### src/hdl/snfce_pkg.sv
`timescale 1ns / 1ps
// types, codes and result helpers for the serial nor flash command engine
// no dependencies; imported by every module of the engine

package snfce_pkg;

  // most result items that one input item can cause, and the count width
  localparam int unsigned MAX_RES = 8;
  localparam int unsigned CNT_W   = 4;

  // spi flash command bytes
  localparam logic [7:0] CMD_READ_ID = 8'h9F;
  localparam logic [7:0] CMD_WREN    = 8'h06;
  localparam logic [7:0] CMD_RDSR    = 8'h05;
  localparam logic [7:0] CMD_SE      = 8'h20;
  localparam logic [7:0] CMD_PP      = 8'h02;
  localparam logic [7:0] CMD_READ    = 8'h03;
  localparam logic [7:0] CMD_RES     = 8'hAB;
  localparam logic [7:0] FILL_BYTE   = 8'hFF;

  // status register busy flag position
  localparam int unsigned STATUS_BUSY_BIT = 0;

  // host request codes
  typedef enum logic [2:0] {
    OP_READ_ID    = 3'd0,
    OP_ERASE      = 3'd1,
    OP_PROG_BEGIN = 3'd2,
    OP_PROG_DATA  = 3'd3,
    OP_READ_BEGIN = 3'd4,
    OP_WAKEUP     = 3'd5,
    OP_LINK_REPLY = 3'd6
  } op_e;

  // engine modes
  typedef enum logic [2:0] {
    MODE_IDLE       = 3'd0,
    MODE_ID         = 3'd1,
    MODE_ERASE_POLL = 3'd2,
    MODE_PROG_DATA  = 3'd3,
    MODE_PROG_POLL  = 3'd4,
    MODE_READ       = 3'd5
  } mode_e;

  // input item
  typedef struct packed {
    logic [2:0]  operation;
    logic [23:0] flash_address;
    logic [15:0] byte_count;
    logic [7:0]  data_byte;
    logic [7:0]  miso_byte;
  } in_t;

  // result item
  typedef struct packed {
    logic [7:0]  mosi_byte;
    logic        mosi_valid;
    logic        frame_end;
    logic        expect_reply;
    logic [7:0]  read_data;
    logic        read_valid;
    logic [23:0] flash_id;
    logic        id_valid;
    logic        op_done;
    logic        last;
  } res_t;

  // engine state that does not depend on the page size
  typedef struct packed {
    mode_e       mode;
    logic [23:0] cur_addr;
    logic [15:0] rem;
    logic [23:0] id_shift;
    logic [1:0]  id_idx;
  } st_t;

  // byte transfer toward the flash
  function automatic res_t f_send(logic [7:0] b, logic fe, logic er);
    res_t r;
    r              = '0;
    r.mosi_byte    = b;
    r.mosi_valid   = 1'b1;
    r.frame_end    = fe;
    r.expect_reply = er;
    return r;
  endfunction

  // chip select release without a transfer
  function automatic res_t f_close(logic done);
    res_t r;
    r           = '0;
    r.frame_end = 1'b1;
    r.op_done   = done;
    return r;
  endfunction

endpackage

### src/hdl/snfce_decode.sv
`timescale 1ns / 1ps
// next state and result burst for one input item
// depends on snfce_pkg

module snfce_decode #(
  parameter int unsigned PAGE_BYTES = 256
) (
  input  snfce_pkg::in_t                            item_i,
  input  snfce_pkg::st_t                            st_i,
  input  logic [$clog2(PAGE_BYTES):0]               room_i,
  output snfce_pkg::st_t                            st_o,
  output logic [$clog2(PAGE_BYTES):0]               room_o,
  output snfce_pkg::res_t [snfce_pkg::MAX_RES-1:0]  burst_o,
  output logic [snfce_pkg::CNT_W-1:0]               cnt_o
);
  import snfce_pkg::*;

  localparam int unsigned OW = $clog2(PAGE_BYTES);
  localparam int unsigned RW = OW + 1;

  logic          idle;
  logic [RW-1:0] room_in_addr;
  logic [RW-1:0] room_cur_addr;
  logic [15:0]   rem_dec;
  logic [RW-1:0] room_dec;
  logic [23:0]   addr_inc;
  logic [23:0]   id_next;
  logic          busy;

  // helpers; mask offset: user keeps page size a power of two, unchecked
  assign idle          = (st_i.mode == MODE_IDLE);
  assign room_in_addr  = RW'(PAGE_BYTES) - {1'b0, item_i.flash_address[OW-1:0]};
  assign room_cur_addr = RW'(PAGE_BYTES) - {1'b0, st_i.cur_addr[OW-1:0]};
  assign rem_dec       = (st_i.rem != '0) ? st_i.rem - 16'd1 : st_i.rem;
  assign room_dec      = room_i - RW'(1);
  assign addr_inc      = st_i.cur_addr + 24'd1;
  assign id_next       = {st_i.id_shift[15:0], item_i.miso_byte};
  assign busy          = item_i.miso_byte[STATUS_BUSY_BIT];

  // request and reply handling
  always_comb begin
    st_o    = st_i;
    room_o  = room_i;
    burst_o = '0;
    cnt_o   = '0;
    unique case (op_e'(item_i.operation))
      OP_READ_ID: begin
        if (idle) begin
          st_o.id_shift = '0;
          st_o.id_idx   = '0;
          st_o.mode     = MODE_ID;
          burst_o[0]    = f_send(CMD_READ_ID, 1'b0, 1'b0);
          burst_o[1]    = f_send(FILL_BYTE, 1'b0, 1'b1);
          cnt_o         = CNT_W'(2);
        end
      end
      OP_ERASE: begin
        if (idle) begin
          st_o.mode  = MODE_ERASE_POLL;
          burst_o[0] = f_send(CMD_WREN, 1'b1, 1'b0);
          burst_o[1] = f_send(CMD_WREN, 1'b1, 1'b0);
          burst_o[2] = f_send(CMD_SE, 1'b0, 1'b0);
          burst_o[3] = f_send(item_i.flash_address[23:16], 1'b0, 1'b0);
          burst_o[4] = f_send(item_i.flash_address[15:8], 1'b0, 1'b0);
          burst_o[5] = f_send(item_i.flash_address[7:0], 1'b1, 1'b0);
          burst_o[6] = f_send(CMD_RDSR, 1'b0, 1'b0);
          burst_o[7] = f_send(FILL_BYTE, 1'b0, 1'b1);
          cnt_o      = CNT_W'(8);
        end
      end
      OP_PROG_BEGIN: begin
        if (idle) begin
          if (item_i.byte_count == '0) begin
            burst_o[0]         = '0;
            burst_o[0].op_done = 1'b1;
            cnt_o              = CNT_W'(1);
          end else begin
            st_o.cur_addr = item_i.flash_address;
            st_o.rem      = item_i.byte_count;
            st_o.mode     = MODE_PROG_DATA;
            room_o        = room_in_addr;
            burst_o[0]    = f_send(CMD_WREN, 1'b1, 1'b0);
            burst_o[1]    = f_send(CMD_PP, 1'b0, 1'b0);
            burst_o[2]    = f_send(item_i.flash_address[23:16], 1'b0, 1'b0);
            burst_o[3]    = f_send(item_i.flash_address[15:8], 1'b0, 1'b0);
            burst_o[4]    = f_send(item_i.flash_address[7:0], 1'b0, 1'b0);
            cnt_o         = CNT_W'(5);
          end
        end
      end
      OP_PROG_DATA: begin
        if (st_i.mode == MODE_PROG_DATA) begin
          st_o.rem      = st_i.rem - 16'd1;
          st_o.cur_addr = addr_inc;
          room_o        = room_dec;
          if (st_i.rem == 16'd1 || room_dec == '0) begin
            st_o.mode  = MODE_PROG_POLL;
            burst_o[0] = f_send(item_i.data_byte, 1'b1, 1'b0);
            burst_o[1] = f_send(CMD_RDSR, 1'b0, 1'b0);
            burst_o[2] = f_send(FILL_BYTE, 1'b0, 1'b1);
            cnt_o      = CNT_W'(3);
          end else begin
            burst_o[0] = f_send(item_i.data_byte, 1'b0, 1'b0);
            cnt_o      = CNT_W'(1);
          end
        end
      end
      OP_READ_BEGIN: begin
        if (idle) begin
          st_o.cur_addr = item_i.flash_address;
          st_o.rem      = item_i.byte_count;
          burst_o[0]    = f_send(CMD_READ, 1'b0, 1'b0);
          burst_o[1]    = f_send(item_i.flash_address[23:16], 1'b0, 1'b0);
          burst_o[2]    = f_send(item_i.flash_address[15:8], 1'b0, 1'b0);
          if (item_i.byte_count == '0) begin
            burst_o[3]         = f_send(item_i.flash_address[7:0], 1'b1, 1'b0);
            burst_o[3].op_done = 1'b1;
            cnt_o              = CNT_W'(4);
          end else begin
            st_o.mode  = MODE_READ;
            burst_o[3] = f_send(item_i.flash_address[7:0], 1'b0, 1'b0);
            burst_o[4] = f_send(FILL_BYTE, item_i.byte_count == 16'd1, 1'b1);
            cnt_o      = CNT_W'(5);
          end
        end
      end
      OP_WAKEUP: begin
        if (idle) begin
          burst_o[0]         = f_send(CMD_RES, 1'b1, 1'b0);
          burst_o[0].op_done = 1'b1;
          cnt_o              = CNT_W'(1);
        end
      end
      OP_LINK_REPLY: begin
        unique case (st_i.mode)
          MODE_ID: begin
            st_o.id_shift = id_next;
            if (st_i.id_idx == 2'd0) begin
              st_o.id_idx = 2'd1;
              burst_o[0]  = f_send(FILL_BYTE, 1'b0, 1'b1);
            end else if (st_i.id_idx == 2'd1) begin
              st_o.id_idx = 2'd2;
              burst_o[0]  = f_send(FILL_BYTE, 1'b1, 1'b1);
            end else begin
              st_o.id_idx         = 2'd0;
              st_o.mode           = MODE_IDLE;
              burst_o[0]          = '0;
              burst_o[0].flash_id = id_next;
              burst_o[0].id_valid = 1'b1;
              burst_o[0].op_done  = 1'b1;
            end
            cnt_o = CNT_W'(1);
          end
          MODE_ERASE_POLL: begin
            if (busy) begin
              burst_o[0] = f_send(FILL_BYTE, 1'b0, 1'b1);
            end else begin
              st_o.mode  = MODE_IDLE;
              burst_o[0] = f_close(1'b1);
            end
            cnt_o = CNT_W'(1);
          end
          MODE_PROG_POLL: begin
            if (busy) begin
              burst_o[0] = f_send(FILL_BYTE, 1'b0, 1'b1);
              cnt_o      = CNT_W'(1);
            end else if (st_i.rem == '0) begin
              st_o.mode  = MODE_IDLE;
              burst_o[0] = f_close(1'b1);
              cnt_o      = CNT_W'(1);
            end else begin
              // next page frame
              st_o.mode  = MODE_PROG_DATA;
              room_o     = room_cur_addr;
              burst_o[0] = f_close(1'b0);
              burst_o[1] = f_send(CMD_WREN, 1'b1, 1'b0);
              burst_o[2] = f_send(CMD_PP, 1'b0, 1'b0);
              burst_o[3] = f_send(st_i.cur_addr[23:16], 1'b0, 1'b0);
              burst_o[4] = f_send(st_i.cur_addr[15:8], 1'b0, 1'b0);
              burst_o[5] = f_send(st_i.cur_addr[7:0], 1'b0, 1'b0);
              cnt_o      = CNT_W'(6);
            end
          end
          MODE_READ: begin
            st_o.rem             = rem_dec;
            burst_o[0]           = '0;
            burst_o[0].read_data = item_i.miso_byte;
            burst_o[0].read_valid = 1'b1;
            burst_o[0].op_done   = (rem_dec == '0);
            if (rem_dec == '0) begin
              st_o.mode = MODE_IDLE;
              cnt_o     = CNT_W'(1);
            end else begin
              burst_o[1] = f_send(FILL_BYTE, rem_dec == 16'd1, 1'b1);
              cnt_o      = CNT_W'(2);
            end
          end
          default: begin
          end
        endcase
      end
      default: begin
      end
    endcase

    // mark the final result of the burst
    for (int i = 0; i < MAX_RES; i++) begin
      burst_o[i].last = (cnt_o == CNT_W'(i + 1));
    end
  end

endmodule

### src/hdl/snfce_burst.sv
`timescale 1ns / 1ps
// result burst register, shifted out one item per cycle while the output is not stalled
// depends on snfce_pkg

module snfce_burst (
  input  logic                                      clk_i,
  input  logic                                      rst_ni,
  input  logic                                      load_i,
  input  snfce_pkg::res_t [snfce_pkg::MAX_RES-1:0]  burst_i,
  input  logic [snfce_pkg::CNT_W-1:0]               cnt_i,
  output logic                                      can_load_o,
  output logic                                      out_valid_o,
  input  logic                                      out_stall_i,
  output snfce_pkg::res_t                           out_item_o
);
  import snfce_pkg::*;

  res_t [MAX_RES-1:0] burst_q, burst_d;
  logic [CNT_W-1:0]   cnt_q, cnt_d;
  logic               take;

  // output side
  assign out_valid_o = (cnt_q != '0);
  assign out_item_o  = burst_q[0];
  assign take        = out_valid_o && !out_stall_i;
  assign can_load_o  = (cnt_q == '0) || (cnt_q == CNT_W'(1) && take);

  // load a new burst or shift out the head item
  always_comb begin
    burst_d = burst_q;
    cnt_d   = cnt_q;
    if (load_i) begin
      burst_d = burst_i;
      cnt_d   = cnt_i;
    end else if (take) begin
      for (int i = 0; i < MAX_RES - 1; i++) begin
        burst_d[i] = burst_q[i + 1];
      end
      burst_d[MAX_RES-1] = '0;
      cnt_d              = cnt_q - CNT_W'(1);
    end
  end

  // count register
  always_ff @(posedge clk_i or negedge rst_ni) begin
    if (!rst_ni) begin
      cnt_q <= '0;
    end else begin
      cnt_q <= cnt_d;
    end
  end

  // payload register
  always_ff @(posedge clk_i) begin
    burst_q <= burst_d;
  end

endmodule

### src/hdl/serial_nor_flash_command_engine.sv
`timescale 1ns / 1ps
// serial nor flash command engine: input register, state, decode, result burst
// first result is valid once the item moves from input register to burst register
// items: one per cycle while bursts are one result long and out_stall_i is low;
//   otherwise one per burst, since results shift out one per unstalled cycle
// reset: asynchronous active low; clears mode, address, counters and id state
// depends on snfce_pkg, snfce_decode, snfce_burst

module serial_nor_flash_command_engine #(
  parameter int unsigned PAGE_BYTES = 256
) (
  input  logic             clk_i,
  input  logic             rst_ni,
  input  logic             in_valid_i,
  output logic             in_stall_o,
  input  snfce_pkg::in_t   in_item_i,
  output logic             out_valid_o,
  input  logic             out_stall_i,
  output snfce_pkg::res_t  out_item_o
);
  import snfce_pkg::*;

  localparam int unsigned RW = $clog2(PAGE_BYTES) + 1;

  in_t                item_q;
  logic               vld_q;
  st_t                st_q, st_d;
  logic [RW-1:0]      room_q, room_d;
  res_t [MAX_RES-1:0] burst;
  logic [CNT_W-1:0]   cnt;
  logic               can_load;
  logic               move;

  // item moves from the input register into the burst register
  assign move       = vld_q && can_load;
  assign in_stall_o = vld_q && !can_load;

  // input register control
  always_ff @(posedge clk_i or negedge rst_ni) begin
    if (!rst_ni) begin
      vld_q <= 1'b0;
    end else if (in_valid_i && !in_stall_o) begin
      vld_q <= 1'b1;
    end else if (move) begin
      vld_q <= 1'b0;
    end
  end

  // input register payload
  always_ff @(posedge clk_i) begin
    if (in_valid_i && !in_stall_o) begin
      item_q <= in_item_i;
    end
  end

  // engine state
  always_ff @(posedge clk_i or negedge rst_ni) begin
    if (!rst_ni) begin
      st_q.mode     <= MODE_IDLE;
      st_q.cur_addr <= '0;
      st_q.rem      <= '0;
      st_q.id_shift <= '0;
      st_q.id_idx   <= '0;
      room_q        <= '0;
    end else if (move) begin
      st_q   <= st_d;
      room_q <= room_d;
    end
  end

  snfce_decode #(
    .PAGE_BYTES(PAGE_BYTES)
  ) u_decode (
    .item_i (item_q),
    .st_i   (st_q),
    .room_i (room_q),
    .st_o   (st_d),
    .room_o (room_d),
    .burst_o(burst),
    .cnt_o  (cnt)
  );

  snfce_burst u_burst (
    .clk_i      (clk_i),
    .rst_ni     (rst_ni),
    .load_i     (move),
    .burst_i    (burst),
    .cnt_i      (cnt),
    .can_load_o (can_load),
    .out_valid_o(out_valid_o),
    .out_stall_i(out_stall_i),
    .out_item_o (out_item_o)
  );

endmodule
### config.mk
export PLATFORM = sky130hd
export DESIGN_NAME = serial_nor_flash_command_engine
export DESIGN_NICKNAME = d
export VERILOG_FILES = /design/src/hdl/snfce_pkg.sv /design/src/hdl/snfce_decode.sv /design/src/hdl/snfce_burst.sv /design/src/hdl/serial_nor_flash_command_engine.sv
export SDC_FILE = /design/constraint.sdc
export NUM_CORES = 1
export LEC_CHECK = 0
export BUFFER_PORTS_ARGS = -buffer_cell sky130_fd_sc_hd__buf_2
export CORE_MARGIN = 1.5
export CORE_UTILIZATION = 55
export DETAILED_ROUTE_END_ITERATION = 16
export PLACE_DENSITY = 0.74
export SETUP_SLACK_MARGIN = 0.15
export SLEW_MARGIN = 15
export SYNTH_ARGS = -nofsm -noshare
export SYNTH_HDL_FRONTEND = slang
export SYNTH_SLANG_ARGS = --single-unit
### constraint.sdc
create_clock -name clk_i -period 14.4 [get_ports clk_i]
set_input_delay 4.32 -clock clk_i [delete_from_list [all_inputs] [get_ports clk_i]]
set_output_delay 4.32 -clock clk_i [all_outputs]
set_load 0.02 [all_outputs]
==> out/qor.csv <==
metric;value;unit
dpl.hpwl;18.4;mm
r2r-end;u_burst.burst_q[132]$_DFFE_PP_;
via_count;9353;
met2_length;13.2;mm
ys.flop_type;edfxtp_1;
rrSetupSlack;10850;ps
reg2reg_from;st_q[26]$_DFFE_PN0P_;
synth_top_family_by_area;compound AO/OA/AOI/OAI gates;
synthSimpleGateAreaFrac;15.8;%
grt_pass1_wl;46.0;mm
leakage;0.00537;uW
fp.dieArea;23500;um^2
area_growth;10.3;%
cts_tree;done;
die_y;153;um
insertion_delay;530;ps
drive_gt1_share;15.5;%
antenna_found_initial;0;
slew_headroom;27.4;%
synthArstFlopShare;30.1;%
cts.reportedPaths.clkPinSlew;60;ps
grt_overflow;0;
ctsResizeCount;0;
power;2840;uW
port_buffers;111;
pre_cts_ws;5130;ps
worstRegToRegCells;10;
synthAdderAreaFrac;0.805;%
endpoint;in_stall_o;
ys_ff_latch;249;
status;complete, no violations;
setup_ws;5120;ps
yosysWarnings;0;
cap_violations;0;
avgRoutedWirePerCell;18.6;um
synth_edf_count;174;
hold_path_depth;2;
synth_compound_area_share;18.7;%
cp_max_fo;3;
grt_max_degree;80;
drc;0;
syn_area_per_cell;10.4;um^2
postLayoutCellArea;13700;um^2
cts_num_sinks;249;
finClkSkew;15.0;ps
synth_fp_nets;1264;
ant_nets;0;
initial_core_util;56.4;%
ioPinCount;112;
gr-usage-all-layers;24.1;%
hold_path.class;flip-flop to flip-flop;
clock-root-buffer;clkbuf_16;
min_period;9280;ps
top_layer_used;met4;
clockBufferDepth;3;
ff_latch_area;7100;um^2
synth_area_leaders;edfxtp_1 (42%), dfrtp_1 (15%), o21ai_0 (4.9%);
finalWirelength;28.4;mm
fillers;1806;
drv_slew;0;
setup_viol;0;
drt_iter0_drc;1106;
crit_start;out_stall_i;
synth_seq_area_share;57.1;%
synth.top_cells.by_count;edfxtp_1 (174), nand2_1 (139), o21ai_0 (121), a21oi_1 (110), nor2_1 (82);
period_share;64.5;%
post-cts-setup-buffers;0;
cts_made_buffers;27;
multiInputGateArea;4660;um^2
yosysUniqueCellTypes;71;
wl_met1;12.5;mm
crit_arrival;4960;ps
htreeDepth;1;
synth_area_leader_cell;edfxtp_1;
crit_type;primary input to primary output;
power.density;207;nW/um^2
synth_mux_area_share;1.10;%
globalplace.congestion;0.873;
rsz0062_at_grt;no;
dr.pass1.iters;10;
synth_xor_area_share;0.775;%
antenna_cells;0;
yosysMostFrequentCell;edfxtp_1;
tightest_slew;1090;ps
vias_per_cell;6.12;
grt_pass1_vias;8906;
core-area;22000;um^2
fin_nets;1299;
critPathLaunchType;primary input;
peakVddDrop;101;uV
fmax;108;MHz
fin_util;62.2;%
required;10080;ps
yosys.area.top_type_share;42.0;%
cts_hold_buf;0;
netlist_instances;1193;
hold_viol_final;0;
die_x;153;um
dpl_cell_area;12800;um^2
worstSetupEndpointType;primary output;
fin_tns_setup;0;ps
wl_met3;2.16;mm
syn_area;12400;um^2
rows;54;
state kept, by name, indices dropped and copies added (netlist names):
register            flops
item_q                 59
room_q                  9
st_q                   61
u_burst.burst_q        68
u_burst.cnt_q           4
u_burst.out_item_o     47
vld_q                   1
through the flow:
stage | std cells | hold slack [ps]
after floorplan | 1193 | 442
after global placement | 1479 | 455
after detailed placement | 1479 | 462
after CTS | 1528 | 475
after global routing | 1528 | 490
final | 1528 | 470
cells in the final DEF, fill, tap and decap left out, types with 11 or more instances in the layout:
| cell type | count |
|---|---|
| a21o_1 | 18 |
| a21oi_1 | 110 |
| a221o_1 | 14 |
| a22o_1 | 16 |
| a22oi_1 | 19 |
| and2_1 | 45 |
| buf_2 | 110 |
| buf_4 | 18 |
| clkbuf_16 | 27 |
| dfrtp_1 | 75 |
| edfxtp_1 | 174 |
| inv_1 | 16 |
| nand2_1 | 138 |
| nand2b_1 | 11 |
| nand3_1 | 33 |
| nor2_1 | 81 |
| nor3_1 | 25 |
| o21ai_0 | 121 |
cells by family after synthesis:
| group | Yosys count |
|---|---|
| AOI/OAI and AO/OA | 370 |
| xor gates and xnor gates | 11 |
| adders and majority gates | 8 |
| buffers and inverters | 138 |
| DFF | 249 |
| muxes | 13 |
| and+or+nand+nor | 404 |
cell type report:
class	count	share of cell area, %
clock buffers	33	5.17
multi-input cells	806	34.0
repair buffers	128	5.00
well taps	280	2.56
clock inverters	16	1.07
inverters	16	0.438
flip-flops and latches	249	51.8
power breakdown:
part,total (uW),internal (uW),switching (uW)
logic,824,294,529
clock network,671,400,271
registers,1340,1130,215
critical path: stages:
cell and delay (ps):
buf_2 100, nor2b_1 50, o21ai_1 170, nand2_1 110
inv_1 60, buf_2 150
routing by layer:
layer,vias up,global-route usage [%]
met1,4480,35.0
met5,-,0
met3,39,3.49
li1,4428,-
met2,406,38.4
met4,0,6.20
worst min-delay path by stage:
stage / start / end / slack [ps]
after global placement: st_q[16]$_DFFE_PN0P_ / st_q[16]$_DFFE_PN0P_ / 450
after floorplan: st_q[10]$_DFFE_PN0P_ / st_q[10]$_DFFE_PN0P_ / 440
after detailed placement: st_q[16]$_DFFE_PN0P_ / st_q[16]$_DFFE_PN0P_ / 460
after CTS: st_q[12]$_DFFE_PN0P_ / st_q[12]$_DFFE_PN0P_ / 480
after global routing: st_q[16]$_DFFE_PN0P_ / st_q[16]$_DFFE_PN0P_ / 490
final: st_q[16]$_DFFE_PN0P_ / st_q[16]$_DFFE_PN0P_ / 470
Note: power is estimated with default switching activity, not from simulation.
